$ cat src/rtl/exp3_pkg.sv
// Shared types, constants and tables for the EXP3 strategy selector.
// Used by every module of the block; depends on nothing.
package exp3_pkg;

    localparam int NUM_STRAT = 4;
    localparam int IDX_W     = 2;

    localparam logic [16:0] GAIN_ONE  = 17'd65536;
    localparam logic [20:0] X_SAT     = 21'd2031616;      // 31.0 in Q16.16
    localparam logic [16:0] LOG2E_Q16 = 17'd94548;
    localparam logic [40:0] RATIO_CAP = 41'h100_0000_0000; // 2^40
    localparam logic [47:0] TIME_MAX  = 48'hFFFF_FFFF_FFFF;
    localparam logic [31:0] W_RESET   = 32'(65536 / NUM_STRAT);
    localparam logic [31:0] P_RESET   = 32'(64'd2147483648 / NUM_STRAT);
    localparam logic [31:0] P_ONE_LSB = 32'd1;

    // shared divider geometry
    localparam int DIVD_W = 72;
    localparam int DIVS_W = 49;
    localparam int STEP_W = 7;
    localparam int MUL_W  = 34;

    localparam logic [STEP_W-1:0] STEPS_R     = 7'd47;
    localparam logic [STEP_W-1:0] STEPS_X     = 7'd72;
    localparam logic [STEP_W-1:0] STEPS_SHARE = 7'd63;
    localparam logic [STEP_W-1:0] STEPS_FACT  = 7'd49;
    localparam logic [STEP_W-1:0] STEPS_PROB  = 7'd63;

    typedef enum logic
    {
        REG_GAIN = 1'b0,
        REG_MAX  = 1'b1
    } reg_idx_t;

    typedef enum logic
    {
        FUNC_SAMPLE = 1'b0,
        FUNC_UPDATE = 1'b1
    } func_t;

    typedef struct packed
    {
        logic               func;
        logic [1:0]         strategy_index;
        logic [31:0]        time_used;
        logic signed [31:0] delta_value;
        logic [3:0]         exclude_mask;
        logic [31:0]        random_fraction;
    } cmd_t;

    typedef struct packed
    {
        logic [1:0] chosen_index;
        logic       none_left;
    } result_t;

    typedef struct packed
    {
        logic              start;
        logic [DIVD_W-1:0] dividend;   // left aligned on bit DIVD_W-1
        logic [DIVS_W-1:0] divisor;
        logic [STEP_W-1:0] steps;
    } div_req_t;

    typedef enum logic [5:0]
    {
        ST_IDLE,
        ST_SEL_SUM,
        ST_TGT_MUL,
        ST_TGT,
        ST_SCAN,
        ST_CHARGE,
        ST_DIV_R,
        ST_T_LO,
        ST_T_HI,
        ST_T_SUM,
        ST_DIV_X,
        ST_Y_MUL,
        ST_Y,
        ST_EXP_MUL,
        ST_EXP_ACC,
        ST_W_MUL,
        ST_W_LOAD,
        ST_W_LZ,
        ST_W_APPLY,
        ST_WSUM,
        ST_SHARE,
        ST_DIV_SHARE,
        ST_A_MUL,
        ST_A,
        ST_DIV_FACT,
        ST_Q_MUL,
        ST_Q,
        ST_QNORM,
        ST_QRESUM,
        ST_PROB,
        ST_DIV_PROB
    } state_t;

    // 2^(2^-(i+1)) in Q1.31
    function automatic logic [31:0] pow2_frac(input logic [3:0] i);
        logic [31:0] v;
        begin
            case (i)
                4'd0:    v = 32'd3037000500;
                4'd1:    v = 32'd2553802834;
                4'd2:    v = 32'd2341847524;
                4'd3:    v = 32'd2242560872;
                4'd4:    v = 32'd2194507417;
                4'd5:    v = 32'd2170868214;
                4'd6:    v = 32'd2159144705;
                4'd7:    v = 32'd2153306050;
                4'd8:    v = 32'd2150392878;
                4'd9:    v = 32'd2148937771;
                4'd10:   v = 32'd2148210586;
                4'd11:   v = 32'd2147847086;
                4'd12:   v = 32'd2147665360;
                4'd13:   v = 32'd2147574502;
                4'd14:   v = 32'd2147529074;
                default: v = 32'd2147506361;
            endcase
            return v;
        end
    endfunction

endpackage

$ cat src/rtl/exp3_mul.sv
// Shared unsigned multiplier with a registered product.
// Depends on exp3_pkg (MUL_W).
module exp3_mul
(
    input  logic                         clk,
    input  logic [exp3_pkg::MUL_W-1:0]   a,
    input  logic [exp3_pkg::MUL_W-1:0]   b,
    output logic [2*exp3_pkg::MUL_W-1:0] prod
);

    logic [2*exp3_pkg::MUL_W-1:0] prod_reg;

    always_ff @(posedge clk)
    begin
        prod_reg <= a * b;
    end

    assign prod = prod_reg;

endmodule

$ cat config.mk
export PLATFORM = sky130hd
export DESIGN_NAME = exp3_mul
export DESIGN_NICKNAME = d
export VERILOG_FILES = /design/src/rtl/exp3_pkg.sv /design/src/rtl/exp3_mul.sv
export SDC_FILE = /design/constraint.sdc
export NUM_CORES = 2
export LEC_CHECK = 0
export BUFFER_PORTS_ARGS = -buffer_cell sky130_fd_sc_hd__clkbuf_2
export CELL_PAD_IN_SITES_DETAIL_PLACEMENT = 0
export CELL_PAD_IN_SITES_GLOBAL_PLACEMENT = 1
export CORE_MARGIN = 3
export CORE_UTILIZATION = 40
export CTS_BUF_LIST = sky130_fd_sc_hd__clkbuf_4
export DETAILED_ROUTE_END_ITERATION = 8
export MAX_ROUTING_LAYER = met4
export PLACE_DENSITY_LB_ADDON = 0.25
export SLEW_MARGIN = 20
export SYNTH_ARGS = -nofsm -noshare
export SYNTH_HDL_FRONTEND = slang
export SYNTH_SLANG_ARGS = --single-unit
export TNS_END_PERCENT = 20
$ cat constraint.sdc
create_clock -name clk -period 7.23 [get_ports clk]
set_clock_uncertainty 0.1 [all_clocks]
set_input_delay 0.3615 -clock clk [delete_from_list [all_inputs] [get_ports clk]]
set_output_delay 0.3615 -clock clk [all_outputs]
set_load 0.02 [all_outputs]
==> flow_metrics.py <==
metrics = {
    "yosys": {
        "synth_flop_cell": "dfxtp_1",
        "seq_area_frac_synth_pct": 3.51,
        "synth_cells": 4287,
        "synthMuxAreaShare_pct": 0.0258,
        "synth-compound-area-share_pct": 3.73,
        "syn_area_sq_mm": 0.0388,
        "synth_top_area_share_pct": 52.7,
        "synthesis.nets": 5660,
        "synth_edf_count": 0,
        "synth_top_cell_by_area": "fa_1",
        "ys_types": 65,
        "avgSynthCellArea_sq_um": 9.04,
        "ys_async_sr_fraction_pct": 0,
        "yosysWarningCount": 0,
        "yosys.area_share.xor_xnor_pct": 1.49,
        "synth_top_family_by_area": "adder cells",
        "synthTopCellsByArea": "fa_1 53%, inv_1 10%, ha_1 9.2%",
        "synth_seq_cells": 68,
        "yosys.area_share.adder_pct": 61.9,
        "synth-simple-area-share_pct": 16.9,
    },
    "routing": {
        "drc": 0,
        "vias": 28990,
        "ant_nets": 0,
        "dr.pass1.iters": 5,
        "drt_iter0_markers": 1316,
        "via_per_inst": 4.85,
        "wl_per_cell_um": 19.1,
        "wl_um": 114000,
    },
    "timing": {
        "tightestPinTransition_ns": 0.826,
        "setup_violations": 0,
        "hold_viol": 0,
        "min_period_over_period_pct": 98.7,
        "rsz0062_at_grt": "true",
        "setup-tns-final_ns": 0,
        "slew_violations": 0,
        "fin_crit_ns": 7.14,
        "timing.hold.ws_ns": 0.632,
        "fmax_ghz": 0.140,
        "maxSlewHeadroom_pct": 44.9,
    },
    "global_route": {
        "grt_use_total_pct": 24.3,
        "grt_antenna_before_repair": 6,
        "first_global_vias": 31671,
        "grt_pass1_wl_um": 182000,
        "grt_overflow_total": 0,
        "grt_max_degree": 35,
    },
    "worst_setup_path": {
        "path_max_fanout": 8,
        "cp_slowest_cell": "fa_1",
        "crit_type": "input port to flop",
        "crit_top_cell": "fa_1",
        "cp_top_family": "adder cells",
        "arrival_ns": 7.41,
        "end_kind": "flop",
        "max_stage_delay_ns": 0.60,
        "start_kind": "input port",
        "worst-path-buf-inv": 11,
        "critPathRequiredTime_ns": 7.50,
    },
    "final_layout": {
        "layout_commonest_cell": "inv_1",
        "area_growth_pct": 16.9,
        "nets": 6070,
        "mostFrequentLayoutCells": "1,015 x inv_1, 1,013 x fa_1, 726 x nand2_1",
        "largest_reg_flops": 68,
        "post-route-util_pct": 47.4,
        "drive_above_1_share_pct": 15.8,
    },
    "floorplanning": {
        "dieArea_sq_mm": 0.101,
        "dieWidth_um": 317,
        "ioPinCount": 137,
        "die_h_um": 317,
        "core-area_sq_mm": 0.0956,
        "rows": 113,
        "initial_core_util_pct": 40.5,
    },
    "clocking": {
        "htreeDepth": 3,
        "cts_buffers": 9,
        "cts-root-buf": "clkbuf_4",
        "clk_pin_slew_ns": 0.14,
        "cts.sinks": 68,
        "cts_buffer_depth": 2,
        "cts_tree": "yes",
    },
    "worst_hold_path": {
        "min_path_type": "input port to flop",
        "min_path_cells": 5,
        "worstHoldEndpoint": "prod[1]$_DFF_P_",
        "hp-start": "b[1]",
    },
    "run_status": {
        "status": "finished clean",
    },
    "flow_run": {
        "drv_cap": 0,
    },
    "placement": {
        "hpwl_um": 102000,
        "io_buffers": 136,
        "gp_congestion": 0.888,
    },
}
[metrics by stage]
| step | cells | setup WS [ns] | cell area [sq um] |
|---|---|---|---|
| floorplan | 4287 | 0.104 | 38800 |
| global placement | 5944 | -0.589 | 44500 |
| detailed placement | 5944 | -0.605 | 44500 |
| CTS | 5960 | -0.0399 | 44700 |
| global route | 5972 | -0.0671 | 45300 |
| finish | 5975 | 0.0920 | 45300 |
[synthesized netlist by cell type, types with 13 or more instances]
master / count
o21ai_0: 44
nand2_1: 729
dfxtp_1: 68
a21oi_1: 77
xor2_1: 23
and2_1: 504
clkbuf_1: 213
nor2_1: 53
fa_1: 1020
o21ai_1: 17
xnor2_1: 43
inv_1: 1029
o21bai_1: 13
nand4_1: 20
ha_1: 284
a21o_1: 21
[tightest hold or removal path: cells and delay by family]
family	cells	cell delay, ns
buffers and inverters	3	0.49
and+or+nand+nor	1	0.15
adders and majority gates	1	0.14
[worst max path at each step]
stage | slack (ns) | from | cells past startpoint | to
after detailed placement | -0.60 | b[13] | 27 | prod[62]$_DFF_P_
after global routing | -0.07 | b[2] | 30 | prod[63]$_DFF_P_
final | 0.09 | b[2] | 30 | prod[63]$_DFF_P_
after global placement | -0.59 | b[13] | 27 | prod[60]$_DFF_P_
after floorplan | 0.10 | b[4] | 27 | prod[66]$_DFF_P_
after CTS | -0.04 | b[1] | 30 | prod[67]$_DFF_P_
[cell families after synthesis]
kind of cell,count (synthesis)
xor+xnor,66
mux,1
fa+ha+maj,1304
buf+inv,1263
simple gates,1359
compound gates,226
flops,68
[metal layers]
metal  vias to the layer above  GRT usage, %  routed length (um)
met5                         -             -                   0
met4                         0          5.82                3350
met3                       139          2.56                4390
met2                       587          42.2               59400
met1                     15137          30.5               47200
li1                      13127             -                   -
[timing repair]
item | in CTS | in global routing
gates resized for setup | 7 | 157
pin swaps | 4 | 64
cloned | 0 | 3
hold buffers | 0 | 0
endpoints found under the setup margin | 9 | 26
buffers inserted | 0 | 5
[area by class of cell]
cell class / count / area [sq um]
Multi-Input combinational cell: 2956 / 33000
Fill cell: 9492 / 50300
Clock buffer: 9 / 67.6
Timing Repair Buffer: 633 / 5350
Antenna cell: 8 / 20.0
Tap cell: 1265 / 1580
Sequential cell: 68 / 1360
Inverter: 1029 / 3860
Clock inverter: 7 / 67.6
Power is not shown: default switching activity piles up to over one toggle a cycle in this logic, so the estimate is an artifact.
