==> src/rtl/exp3_pkg.sv <==
// Shared types, constants and tables for the EXP3 strategy selector.
// Used by every module of the block; depends on nothing.
package exp3_pkg;

    localparam int NUM_STRAT = 4;
    localparam int IDX_W     = 2;

    localparam logic [16:0] GAIN_ONE  = 17'd65536;
    localparam logic [20:0] X_SAT     = 21'd2031616;      // 31.0 in Q16.16
    localparam logic [16:0] LOG2E_Q16 = 17'd94548;
    localparam logic [40:0] RATIO_CAP = 41'h100_0000_0000; // 2^40
    localparam logic [47:0] TIME_MAX  = 48'hFFFF_FFFF_FFFF;
    localparam logic [31:0] W_RESET   = 32'(65536 / NUM_STRAT);
    localparam logic [31:0] P_RESET   = 32'(64'd2147483648 / NUM_STRAT);
    localparam logic [31:0] P_ONE_LSB = 32'd1;

    // shared divider geometry
    localparam int DIVD_W = 72;
    localparam int DIVS_W = 49;
    localparam int STEP_W = 7;
    localparam int MUL_W  = 34;

    localparam logic [STEP_W-1:0] STEPS_R     = 7'd47;
    localparam logic [STEP_W-1:0] STEPS_X     = 7'd72;
    localparam logic [STEP_W-1:0] STEPS_SHARE = 7'd63;
    localparam logic [STEP_W-1:0] STEPS_FACT  = 7'd49;
    localparam logic [STEP_W-1:0] STEPS_PROB  = 7'd63;

    typedef enum logic
    {
        REG_GAIN = 1'b0,
        REG_MAX  = 1'b1
    } reg_idx_t;

    typedef enum logic
    {
        FUNC_SAMPLE = 1'b0,
        FUNC_UPDATE = 1'b1
    } func_t;

    typedef struct packed
    {
        logic               func;
        logic [1:0]         strategy_index;
        logic [31:0]        time_used;
        logic signed [31:0] delta_value;
        logic [3:0]         exclude_mask;
        logic [31:0]        random_fraction;
    } cmd_t;

    typedef struct packed
    {
        logic [1:0] chosen_index;
        logic       none_left;
    } result_t;

    typedef struct packed
    {
        logic              start;
        logic [DIVD_W-1:0] dividend;   // left aligned on bit DIVD_W-1
        logic [DIVS_W-1:0] divisor;
        logic [STEP_W-1:0] steps;
    } div_req_t;

    typedef enum logic [5:0]
    {
        ST_IDLE,
        ST_SEL_SUM,
        ST_TGT_MUL,
        ST_TGT,
        ST_SCAN,
        ST_CHARGE,
        ST_DIV_R,
        ST_T_LO,
        ST_T_HI,
        ST_T_SUM,
        ST_DIV_X,
        ST_Y_MUL,
        ST_Y,
        ST_EXP_MUL,
        ST_EXP_ACC,
        ST_W_MUL,
        ST_W_LOAD,
        ST_W_LZ,
        ST_W_APPLY,
        ST_WSUM,
        ST_SHARE,
        ST_DIV_SHARE,
        ST_A_MUL,
        ST_A,
        ST_DIV_FACT,
        ST_Q_MUL,
        ST_Q,
        ST_QNORM,
        ST_QRESUM,
        ST_PROB,
        ST_DIV_PROB
    } state_t;

    // 2^(2^-(i+1)) in Q1.31
    function automatic logic [31:0] pow2_frac(input logic [3:0] i);
        logic [31:0] v;
        begin
            case (i)
                4'd0:    v = 32'd3037000500;
                4'd1:    v = 32'd2553802834;
                4'd2:    v = 32'd2341847524;
                4'd3:    v = 32'd2242560872;
                4'd4:    v = 32'd2194507417;
                4'd5:    v = 32'd2170868214;
                4'd6:    v = 32'd2159144705;
                4'd7:    v = 32'd2153306050;
                4'd8:    v = 32'd2150392878;
                4'd9:    v = 32'd2148937771;
                4'd10:   v = 32'd2148210586;
                4'd11:   v = 32'd2147847086;
                4'd12:   v = 32'd2147665360;
                4'd13:   v = 32'd2147574502;
                4'd14:   v = 32'd2147529074;
                default: v = 32'd2147506361;
            endcase
            return v;
        end
    endfunction

endpackage

==> src/rtl/exp3_cfg.sv <==
// APB-style register file: exploration gain and value scale.
// Depends on exp3_pkg (register indexes).
module exp3_cfg
(
    input  logic        clk,
    input  logic        rst_n,
    input  logic        psel,
    input  logic        penable,
    input  logic        pwrite,
    input  logic [2:0]  paddr,
    input  logic [31:0] pwdata,
    output logic [31:0] prdata,
    output logic        pready,
    output logic [16:0] gain,
    output logic [30:0] maxv
);

    logic [16:0] gain_reg, gain_next;
    logic [30:0] maxv_reg, maxv_next;
    logic        wr;

    assign wr     = psel && penable && pwrite;
    assign pready = 1'b1;

    always_comb
    begin
        gain_next = gain_reg;
        maxv_next = maxv_reg;
        prdata    = '0;
        unique case (exp3_pkg::reg_idx_t'(paddr[2]))
            exp3_pkg::REG_GAIN:
            begin
                prdata = {15'd0, gain_reg};
                if (wr)
                begin
                    gain_next = pwdata[16:0];
                end
            end
            exp3_pkg::REG_MAX:
            begin
                prdata = {1'b0, maxv_reg};
                if (wr)
                begin
                    maxv_next = pwdata[30:0];
                end
            end
            default:
            begin
                prdata = '0;
            end
        endcase
    end

    always_ff @(posedge clk or negedge rst_n)
    begin
        if (!rst_n)
        begin
            gain_reg <= 17'd6554;
            maxv_reg <= 31'd65536;
        end
        else
        begin
            gain_reg <= gain_next;
            maxv_reg <= maxv_next;
        end
    end

    assign gain = gain_reg;
    assign maxv = maxv_reg;

endmodule

==> config.mk <==
export PLATFORM = sky130hd
export DESIGN_NAME = exp3_cfg
export DESIGN_NICKNAME = d
export VERILOG_FILES = /design/src/rtl/exp3_pkg.sv /design/src/rtl/exp3_cfg.sv
export SDC_FILE = /design/constraint.sdc
export NUM_CORES = 1
export LEC_CHECK = 0
export ABC_AREA = 0
export CORE_MARGIN = 4
export CORE_UTILIZATION = 30
export DETAILED_ROUTE_END_ITERATION = 8
export DONT_BUFFER_PORTS = 1
export PLACE_DENSITY = 0.47
export SKIP_LAST_GASP = 1
export SLEW_MARGIN = 20
export SYNTH_ARGS = -nofsm -noshare
export SYNTH_HDL_FRONTEND = slang
export SYNTH_SLANG_ARGS = --single-unit
==> constraint.sdc <==
create_clock -name clk -period 0.82 [get_ports clk]
set_input_delay 0.041 -clock clk [delete_from_list [all_inputs] [get_ports clk]]
set_output_delay 0.041 -clock clk [all_outputs]
set_load 0.01 [all_outputs]
==> flow_summary.json <==
{
  "ys_top_cells_by_count": "40 x dfrtp_1, 40 x mux2_1, 25 x mux2_2, 14 x and2_1, 8 x dfstp_2",
  "drive_gt1_share_pct": 65.0,
  "setup.worst_path.start": "gain[4]$_DFFE_PN1P_",
  "synth.lib_cells_used.distinct": 11,
  "cts_htree_levels": 2,
  "cts.sink_count": 48,
  "crit_path_cell_trace": "mux2_4",
  "failed_checks": "negative hold slack, negative setup slack",
  "critical_path_depth": 1,
  "unrepaired_setup_endpoints_after_global_routing": "true",
  "overflow": 0,
  "finalHoldWorstSlack_ps": -566,
  "fp-row-count": 30,
  "power.density_nw_per_um2": 2320,
  "start_kind": "register",
  "floorplan.die.height_um": 92.1,
  "core_area_um2": 6830,
  "die_area_um2": 8470,
  "insertion_delay_ps": 290,
  "endpoint": "prdata[4]",
  "final.setup.tns_ps": -13160,
  "critPathMaxFanout": 3,
  "yosys.area.top_type": "dfrtp_1",
  "post-route-drc-count": 0,
  "clkSlewWorstSetupHoldPaths_ps": 90,
  "shortest_period_the_worst_path_allows_ps": 1090,
  "fin_nets": 283,
  "boundaryPins": 121,
  "post_route_core_utilization_pct": 53.1,
  "initial_utilization_pct": 31.0,
  "die_span_in_x_um": 92.1,
  "grt_first_pass_wirelength_um": 9260,
  "tritoncts": "built",
  "detail_route.vias_per_cell": 4.53,
  "pin_count_of_the_biggest_net_entering_global_routing": 49,
  "critical_path_class": "reg -> out",
  "cts_buffers": 5,
  "worstSetupEndpointType": "output pin",
  "min_path_type": "in -> async",
  "cts.path.max_buffers": 2,
  "seq_area_frac_synth_pct": 57.1,
  "syn_inst": 140,
  "cts_hold_buffers": 31,
  "synth.cell_area_um2": 2120,
  "worst_r2r_path_depth": 3,
  "period_share_pct": 133,
  "num_antenna_cells": 0,
  "ffs_latches_synth": 48,
  "critPathMaxStageDelay_ps": 580,
  "timing.clock.skew_ps": 0,
  "final_hold_viol_count": 48,
  "synth_ff_type": "dfrtp_1",
  "crit_family": "flip-flops",
  "detail_route.iter0.violations": 14,
  "avgRoutedWirePerCell_um": 18.1,
  "vias": 1536,
  "critical_path_arrival_ps": 1050,
  "synth-edff-count": 0,
  "grt.total_usage_pct": 13.8,
  "postSynth.asyncResetShare_pct": 100,
  "pre_cts_ws_ps": -79.6,
  "final.fill_count": 568,
  "routed_wirelength_um": 6140,
  "syn-num-nets": 180,
  "r2r_end": "maxv[24]$_DFFE_PN0P_",
  "worst_slack_ps": -270,
  "timing.fmax_mhz": 918,
  "antenna_violations_before_repair": 0,
  "synth.yosys.warnings": 0,
  "r2r-start": "maxv[24]$_DFFE_PN0P_",
  "dp_hpwl_um": 3490,
  "synth_top_cell_area_share_pct": 47.2,
  "finalWeightedCongestion": 0.639,
  "cts_root_buf": "clkbuf_8",
  "vdd.ir_drop.worst_mv": 1.03,
  "grt_pass1_vias": 1718,
  "max_cap_violations": 0,
  "io_buffers": 0,
  "largest_register_ff_count": 31,
  "timing.final.max_slew_violations": 0,
  "synth.top_cells.by_area": "dfrtp_1 47%, mux2_1 21%, mux2_2 13%, dfstp_2 9.9%, and2_1 4.1%",
  "crit_buf_inv": 0,
  "drtAntennaViolNets": 0,
  "rrSetupSlack_ps": -170,
  "layout-area-overhead-vs-synth_pct": 71.3,
  "outcome": "complete, but fails checks",
  "worstPathRequired_ps": 780,
  "static-leakage-power_nw": 1.79,
  "detailed_routing_iteration_count_for_the_pre_antenna_repair_pass": 2,
  "setup_viol": 97,
  "critPathSlowestCell": "dfstp_2",
  "synth.avg_cell_area_um2": 15.1
}
[layout make-up]
| class | count | area [um^2] | area share (%) |
|---|---|---|---|
| sequential | 48 | 1210 | 33.4 |
| clock buffer | 7 | 76.3 | 2.10 |
| timing repair buffer | 105 | 1140 | 31.5 |
| multi-input combinational | 83 | 1080 | 29.7 |
| tap | 96 | 120 | 3.31 |
[power breakdown]
group / switching [mW] / internal, mW
logic: 1.21 / 2.46
registers: 0.479 / 2.96
clock network: 0.726 / 0.589
[layout by cell type (no fill, tap or decap)]
cell type / n
dfstp_2: 8
clkbuf_8: 5
nand4b_4: 1
buf_6: 67
dlygate4sd3_1: 31
dfrtp_1: 40
mux2_4: 50
mux2_1: 9
buf_12: 2
clkbuf_1: 2
conb_1: 2
buf_4: 5
mux2_2: 6
and2_4: 14
nand4_1: 1
[how the worst min path moves through the flow]
stage,slack (ps),from,end,depth (start not counted)
2_1_floorplan,-250,rst_n,gain[0]$_DFFE_PN0P_,0
3_3_place_gp,-250,rst_n,maxv[24]$_DFFE_PN0P_,0
3_5_place_dp,-250,rst_n,maxv[24]$_DFFE_PN0P_,0
4_1_cts,-580,rst_n,maxv[23]$_DFFE_PN0P_,0
5_1_grt,-590,rst_n,maxv[24]$_DFFE_PN0P_,0
6_report,-570,rst_n,maxv[23]$_DFFE_PN0P_,0
[cell families (layout without fill, tap and decap cells)]
family	Yosys count	in the layout	share of synthesized area [%]
flops	48	48	57.1
buf+inv	9	112	2.42
other cells	2	2	0.354
simple gates	16	16	5.55
mux	65	65	34.5
[what timing repair did]
item,4_1_cts,5_1_grt
endpoints found under the setup margin,83,115
gates resized for setup,95,31
buffers inserted,19,7
hold endpoints to repair,96,48
pin swaps,14,0
[through the flow]
step / cells / total power [mW] / area, um^2 / hold WS (ps)
5_1_grt: 339 / 8.87 / 3630 / -594
4_1_cts: 332 / 8.05 / 3460 / -581
2_1_floorplan: 140 / 4.49 / 2140 / -255
3_5_place_dp: 275 / 5.50 / 2590 / -253
3_3_place_gp: 275 / 5.43 / 2590 / -253
6_report: 339 / 8.42 / 3630 / -566
[per-layer routing]
layer | wire, um | track usage, % | up-vias | part of all wire (%)
met1 | 2340 | 15.6 | 766 | 38
li1 | - | - | 686 | -
met3 | 390 | 3.94 | 9 | 6.4
met2 | 3310 | 25.2 | 75 | 54
met4 | 94 | 4.08 | 0 | 1.5
met5 | 0 | 0 | - | 0
Power figures use the tool's default switching activity.
