File: config.mk
export PLATFORM = sky130hd
export DESIGN_NAME = exp3_div
export DESIGN_NICKNAME = d
export VERILOG_FILES = /design/src/rtl/exp3_pkg.sv /design/src/rtl/exp3_div.sv
export SDC_FILE = /design/constraint.sdc
export NUM_CORES = 1
export LEC_CHECK = 0
export BUFFER_PORTS_ARGS = -buffer_cell sky130_fd_sc_hd__buf_2
export CAP_MARGIN = 20
export CORE_MARGIN = 4
export CORE_UTILIZATION = 60
export DETAILED_ROUTE_END_ITERATION = 12
export PLACE_DENSITY = 0.92
export SLEW_MARGIN = 20
export SYNTH_ARGS = -nofsm -noshare
export SYNTH_HDL_FRONTEND = slang
export SYNTH_SLANG_ARGS = --single-unit
File: constraint.sdc
create_clock -name clk -period 7.55 [get_ports clk]
set_clock_uncertainty 0.05 [all_clocks]
set_input_delay 1.8875 -clock clk [delete_from_list [all_inputs] [get_ports clk]]
set_output_delay 1.8875 -clock clk [all_outputs]
set_load 0.1 [all_outputs]
File: src/rtl/exp3_pkg.sv
// Shared types, constants and tables for the EXP3 strategy selector.
// Used by every module of the block; depends on nothing.
package exp3_pkg;

    localparam int NUM_STRAT = 4;
    localparam int IDX_W     = 2;

    localparam logic [16:0] GAIN_ONE  = 17'd65536;
    localparam logic [20:0] X_SAT     = 21'd2031616;      // 31.0 in Q16.16
    localparam logic [16:0] LOG2E_Q16 = 17'd94548;
    localparam logic [40:0] RATIO_CAP = 41'h100_0000_0000; // 2^40
    localparam logic [47:0] TIME_MAX  = 48'hFFFF_FFFF_FFFF;
    localparam logic [31:0] W_RESET   = 32'(65536 / NUM_STRAT);
    localparam logic [31:0] P_RESET   = 32'(64'd2147483648 / NUM_STRAT);
    localparam logic [31:0] P_ONE_LSB = 32'd1;

    // shared divider geometry
    localparam int DIVD_W = 72;
    localparam int DIVS_W = 49;
    localparam int STEP_W = 7;
    localparam int MUL_W  = 34;

    localparam logic [STEP_W-1:0] STEPS_R     = 7'd47;
    localparam logic [STEP_W-1:0] STEPS_X     = 7'd72;
    localparam logic [STEP_W-1:0] STEPS_SHARE = 7'd63;
    localparam logic [STEP_W-1:0] STEPS_FACT  = 7'd49;
    localparam logic [STEP_W-1:0] STEPS_PROB  = 7'd63;

    typedef enum logic
    {
        REG_GAIN = 1'b0,
        REG_MAX  = 1'b1
    } reg_idx_t;

    typedef enum logic
    {
        FUNC_SAMPLE = 1'b0,
        FUNC_UPDATE = 1'b1
    } func_t;

    typedef struct packed
    {
        logic               func;
        logic [1:0]         strategy_index;
        logic [31:0]        time_used;
        logic signed [31:0] delta_value;
        logic [3:0]         exclude_mask;
        logic [31:0]        random_fraction;
    } cmd_t;

    typedef struct packed
    {
        logic [1:0] chosen_index;
        logic       none_left;
    } result_t;

    typedef struct packed
    {
        logic              start;
        logic [DIVD_W-1:0] dividend;   // left aligned on bit DIVD_W-1
        logic [DIVS_W-1:0] divisor;
        logic [STEP_W-1:0] steps;
    } div_req_t;

    typedef enum logic [5:0]
    {
        ST_IDLE,
        ST_SEL_SUM,
        ST_TGT_MUL,
        ST_TGT,
        ST_SCAN,
        ST_CHARGE,
        ST_DIV_R,
        ST_T_LO,
        ST_T_HI,
        ST_T_SUM,
        ST_DIV_X,
        ST_Y_MUL,
        ST_Y,
        ST_EXP_MUL,
        ST_EXP_ACC,
        ST_W_MUL,
        ST_W_LOAD,
        ST_W_LZ,
        ST_W_APPLY,
        ST_WSUM,
        ST_SHARE,
        ST_DIV_SHARE,
        ST_A_MUL,
        ST_A,
        ST_DIV_FACT,
        ST_Q_MUL,
        ST_Q,
        ST_QNORM,
        ST_QRESUM,
        ST_PROB,
        ST_DIV_PROB
    } state_t;

    // 2^(2^-(i+1)) in Q1.31
    function automatic logic [31:0] pow2_frac(input logic [3:0] i);
        logic [31:0] v;
        begin
            case (i)
                4'd0:    v = 32'd3037000500;
                4'd1:    v = 32'd2553802834;
                4'd2:    v = 32'd2341847524;
                4'd3:    v = 32'd2242560872;
                4'd4:    v = 32'd2194507417;
                4'd5:    v = 32'd2170868214;
                4'd6:    v = 32'd2159144705;
                4'd7:    v = 32'd2153306050;
                4'd8:    v = 32'd2150392878;
                4'd9:    v = 32'd2148937771;
                4'd10:   v = 32'd2148210586;
                4'd11:   v = 32'd2147847086;
                4'd12:   v = 32'd2147665360;
                4'd13:   v = 32'd2147574502;
                4'd14:   v = 32'd2147529074;
                default: v = 32'd2147506361;
            endcase
            return v;
        end
    endfunction

endpackage

File: src/rtl/exp3_div.sv
// Shared restoring divider, one quotient bit per cycle.
// Depends on exp3_pkg (div_req_t, widths).
module exp3_div
(
    input  logic                      clk,
    input  logic                      rst_n,
    input  exp3_pkg::div_req_t        req,
    output logic                      done,
    output logic [exp3_pkg::DIVD_W-1:0] quo
);

    logic                          run_reg, run_next;
    logic                          done_reg, done_next;
    logic [exp3_pkg::STEP_W-1:0]   cnt_reg, cnt_next;
    logic [exp3_pkg::DIVS_W-1:0]   rem_reg, rem_next;
    logic [exp3_pkg::DIVS_W-1:0]   dsr_reg, dsr_next;
    logic [exp3_pkg::DIVD_W-1:0]   dvd_reg, dvd_next;
    logic [exp3_pkg::DIVS_W:0]     rem_sh;
    logic [exp3_pkg::DIVS_W+1:0]   diff;
    logic                          ge;

    assign rem_sh = {rem_reg, dvd_reg[exp3_pkg::DIVD_W-1]};
    assign diff   = {1'b0, rem_sh} - {2'b00, dsr_reg};
    assign ge     = !diff[exp3_pkg::DIVS_W+1];

    always_comb
    begin
        run_next  = run_reg;
        done_next = 1'b0;
        cnt_next  = cnt_reg;
        rem_next  = rem_reg;
        dsr_next  = dsr_reg;
        dvd_next  = dvd_reg;
        if (req.start)
        begin
            run_next = 1'b1;
            cnt_next = req.steps;
            rem_next = '0;
            dsr_next = req.divisor;
            dvd_next = req.dividend;
        end
        else if (run_reg)
        begin
            rem_next = ge ? diff[exp3_pkg::DIVS_W-1:0] : rem_sh[exp3_pkg::DIVS_W-1:0];
            // quotient bits fill in from the bottom as dividend bits leave the top
            dvd_next = {dvd_reg[exp3_pkg::DIVD_W-2:0], ge};
            cnt_next = cnt_reg - 1'b1;
            if (cnt_reg == 7'd1)
            begin
                run_next  = 1'b0;
                done_next = 1'b1;
            end
        end
    end

    always_ff @(posedge clk or negedge rst_n)
    begin
        if (!rst_n)
        begin
            run_reg  <= 1'b0;
            done_reg <= 1'b0;
            cnt_reg  <= '0;
        end
        else
        begin
            run_reg  <= run_next;
            done_reg <= done_next;
            cnt_reg  <= cnt_next;
        end
    end

    always_ff @(posedge clk)
    begin
        rem_reg <= rem_next;
        dsr_reg <= dsr_next;
        dvd_reg <= dvd_next;
    end

    assign done = done_reg;
    assign quo  = dvd_reg;

endmodule

==> reports/metrics.yaml <==
overflow: 0
p_leak_nw: 5.242
postSynthCellCount: 969
grt_pass1_vias: 8310
largest_reg_flops: 72
final_cell_mix: "202 x buf_2, 121 x edfxtp_1, 80 x nor2_1"
crit_family: "simple AND/OR/NAND/NOR gates"
clk_pin_slew_ns: 0.07
status: "finished clean"
endpoint_kind: "flop"
synth_seq_area_share_pct: 47.72
fin_crit_sh_pct: 55.79
fin_util_pct: 71.37
fill_cells: 1199
io_buffers: 203
synthTopCellsByArea: "edfxtp_1 36%, dfxtp_1 9.7%, mux2_2 8.0%"
clk-insertion-delay-late_ns: 0.43
max-cap-violations: 0
tightest_slew_ns: 0.9169
row_count: 47
met2_wirelength_um: 12950
ys_seq_elements: 179
drt_pass1_iterations: 5
cts_setup_buffers: 0
crit_path_start_kind: "flop"
rsz0062_at_grt: "no"
peakVddDrop_mv: 0.3119
tns_ns: 0
initial_core_util_pct: 61.16
synth_top_area_share_pct: 35.83
avgSynthCellArea_um2: 10.47
fmax_mhz: 237.4
die_w_um: 138.0
critPathKind: "reg2reg"
layout-drive-gt1-share_pct: 28.23
syn2layout_area_growth_pct: 16.69
hold_class: "reg2reg"
cpPeakStageDelay_ns: 0.57
grt.total_usage_pct: 27.13
synth_ff_type: "edfxtp_1"
cpMostUsedCell: "inv_1"
grt_start_max_net_pins: 101
ios: 204
topRoutingLayerUsed: "met5"
cts.sinks: 179
synth_area_um2: 10140
routed_via_density: 5.932
path_buf_inv: 3
gp_congestion: 0.9467
clockBufferDepth: 2
cts-root-buf: "clkbuf_16"
cts_tree: "done"
drt_iter0_markers: 647
fin_total_pwr_mw: 2.838
route.vias.total: 8180
hold_buffers: 0
cts-resized-gates: 0
grt_pass1_wl_um: 41920
final-hold-violation-count: 0
drt_wl_total_um: 26310
ant_nets: 0
synth_fp_nets: 1152
power_density_nw_per_um2: 239.8
ys.warnings.count: 0
fin_nets: 1325
crit_fanout: 48
drv_slew: 0
mostFrequentLayoutCell: "buf_2"
crit_chain: "inv_1 > ha_1 > inv_1 > fa_1 > a211o_1 > a21oi_1 > o21ai_0 > nand3_1 > and3_1 > o21ai_2 > nand2_2 > buf_4 > or4b_1 > a32o_1"
die_h_um: 138.0
dieArea_um2: 19050
finalWorstPathRequiredPeriod_ns: 4.212
cts_htree_levels: 4
setup_viol: 0
numCtsBuffers: 17
wl_met3_um: 2189
post-synth-top-area-cell: "edfxtp_1"
synth_edf_count: 121
hpwl_um: 18400
drc: 0
grt_antenna_before_repair: 5
synth.distinct_cells: 70
routedWlPerCell_um: 19.08
cp.required_ns: 7.83
synthArstFlopShare_pct: 5.028
cp_slowest_cell: "or4b_1"
slew_headroom_pct: 37.29
met1_length_um: 10100
worstPathArrival_ns: 4.49
core_um2: 16580
report_power, final:
group	leakage [nW]	total [mW]	internal (mW)	switching, mW
Sequential	1.74	1.19	1.14	0.0523
Clock	0.291	0.908	0.501	0.408
Combinational	3.21	0.736	0.184	0.552
Total	5.24	2.84	1.83	1.01
cell usage after synthesis, drive strengths merged (12+ instances only):
cell type,n
a21oi,74
xor2,22
nand2,59
nor3,12
clkbuf,36
a31oi,14
inv,61
ha,51
edfxtp,121
xnor2,23
a21o,28
nor2,80
buf,17
dfxtp,49
o21ai,48
mux2i,13
a211oi,31
mux2,72
nand3,25
through the flow:
stage / area, µm² / hold slack (ns) / cells / worst slack [ns]
after floorplan: 10140 / 0.3932 / 969 / 3.395
after global placement: 11230 / 0.3999 / 1343 / 3.329
after detailed placement: 11230 / 0.4155 / 1343 / 3.292
after CTS: 11830 / 0.4320 / 1375 / 3.433
after global routing: 11840 / 0.4608 / 1379 / 3.051
final: 11840 / 0.4442 / 1379 / 3.338
kinds of logic (layout without fill, tap and decap cells):
kind of cell | Yosys count | count (layout) | share of synthesized area (%)
and+or+nand+nor | 237 | 237 | 11.04
adders and majority gates | 52 | 52 | 6.489
muxes | 85 | 85 | 9.277
AOI/OAI and AO/OA | 257 | 257 | 16.96
other | 0 | 4 | 0
xor gates and xnor gates | 45 | 45 | 3.886
DFF | 179 | 179 | 47.72
buffers and inverters | 114 | 300 | 4.626
area by class of cell:
| cell class | instances | area [µm²] | share of cell area, % |
|---|---|---|---|
| flip-flops and latches | 179 | 4841 | 40.90 |
| inverters | 61 | 229.0 | 1.935 |
| repair buffers | 207 | 1052 | 8.891 |
| multi-input cells | 676 | 4833 | 40.84 |
| diodes | 4 | 10.01 | 0.08458 |
| well taps | 220 | 275.3 | 2.326 |
| clock inverters | 14 | 165.2 | 1.395 |
| clock buffers | 18 | 429.2 | 3.626 |
final timing paths:
kind / startpoint / end / slack [ns] / cells past startpoint
max: quo[71] / rem_reg[48] / 3.34 / 14
min: rem_reg[24] / rem_reg[24] / 0.44 / 2
min reg2reg: rem_reg[24] / rem_reg[24] / 0.44 / 2
min in group asynchronous: rst_n / cnt_reg[2] / 1.25 / 1
max reg2reg: quo[71] / rem_reg[48] / 3.34 / 14
max in group asynchronous: rst_n / run_reg / 5.99 / 1
tightest hold or removal path, delay by kind of cell (launching register included):
kind | cells | cell delay (ns)
AO/OA/AOI/OAI | 1 | 0.06
flip-flops | 1 | 0.33
AND/OR/NAND/NOR | 1 | 0.05
metal layers:
metal	vias up	GRT usage, %
met4	2	12.58
met2	360	45.43
met5	-	0
met3	62	8.149
li1	3906	-
met1	3850	32.24
No activity file was read; power rests on OpenSTA's default activity.
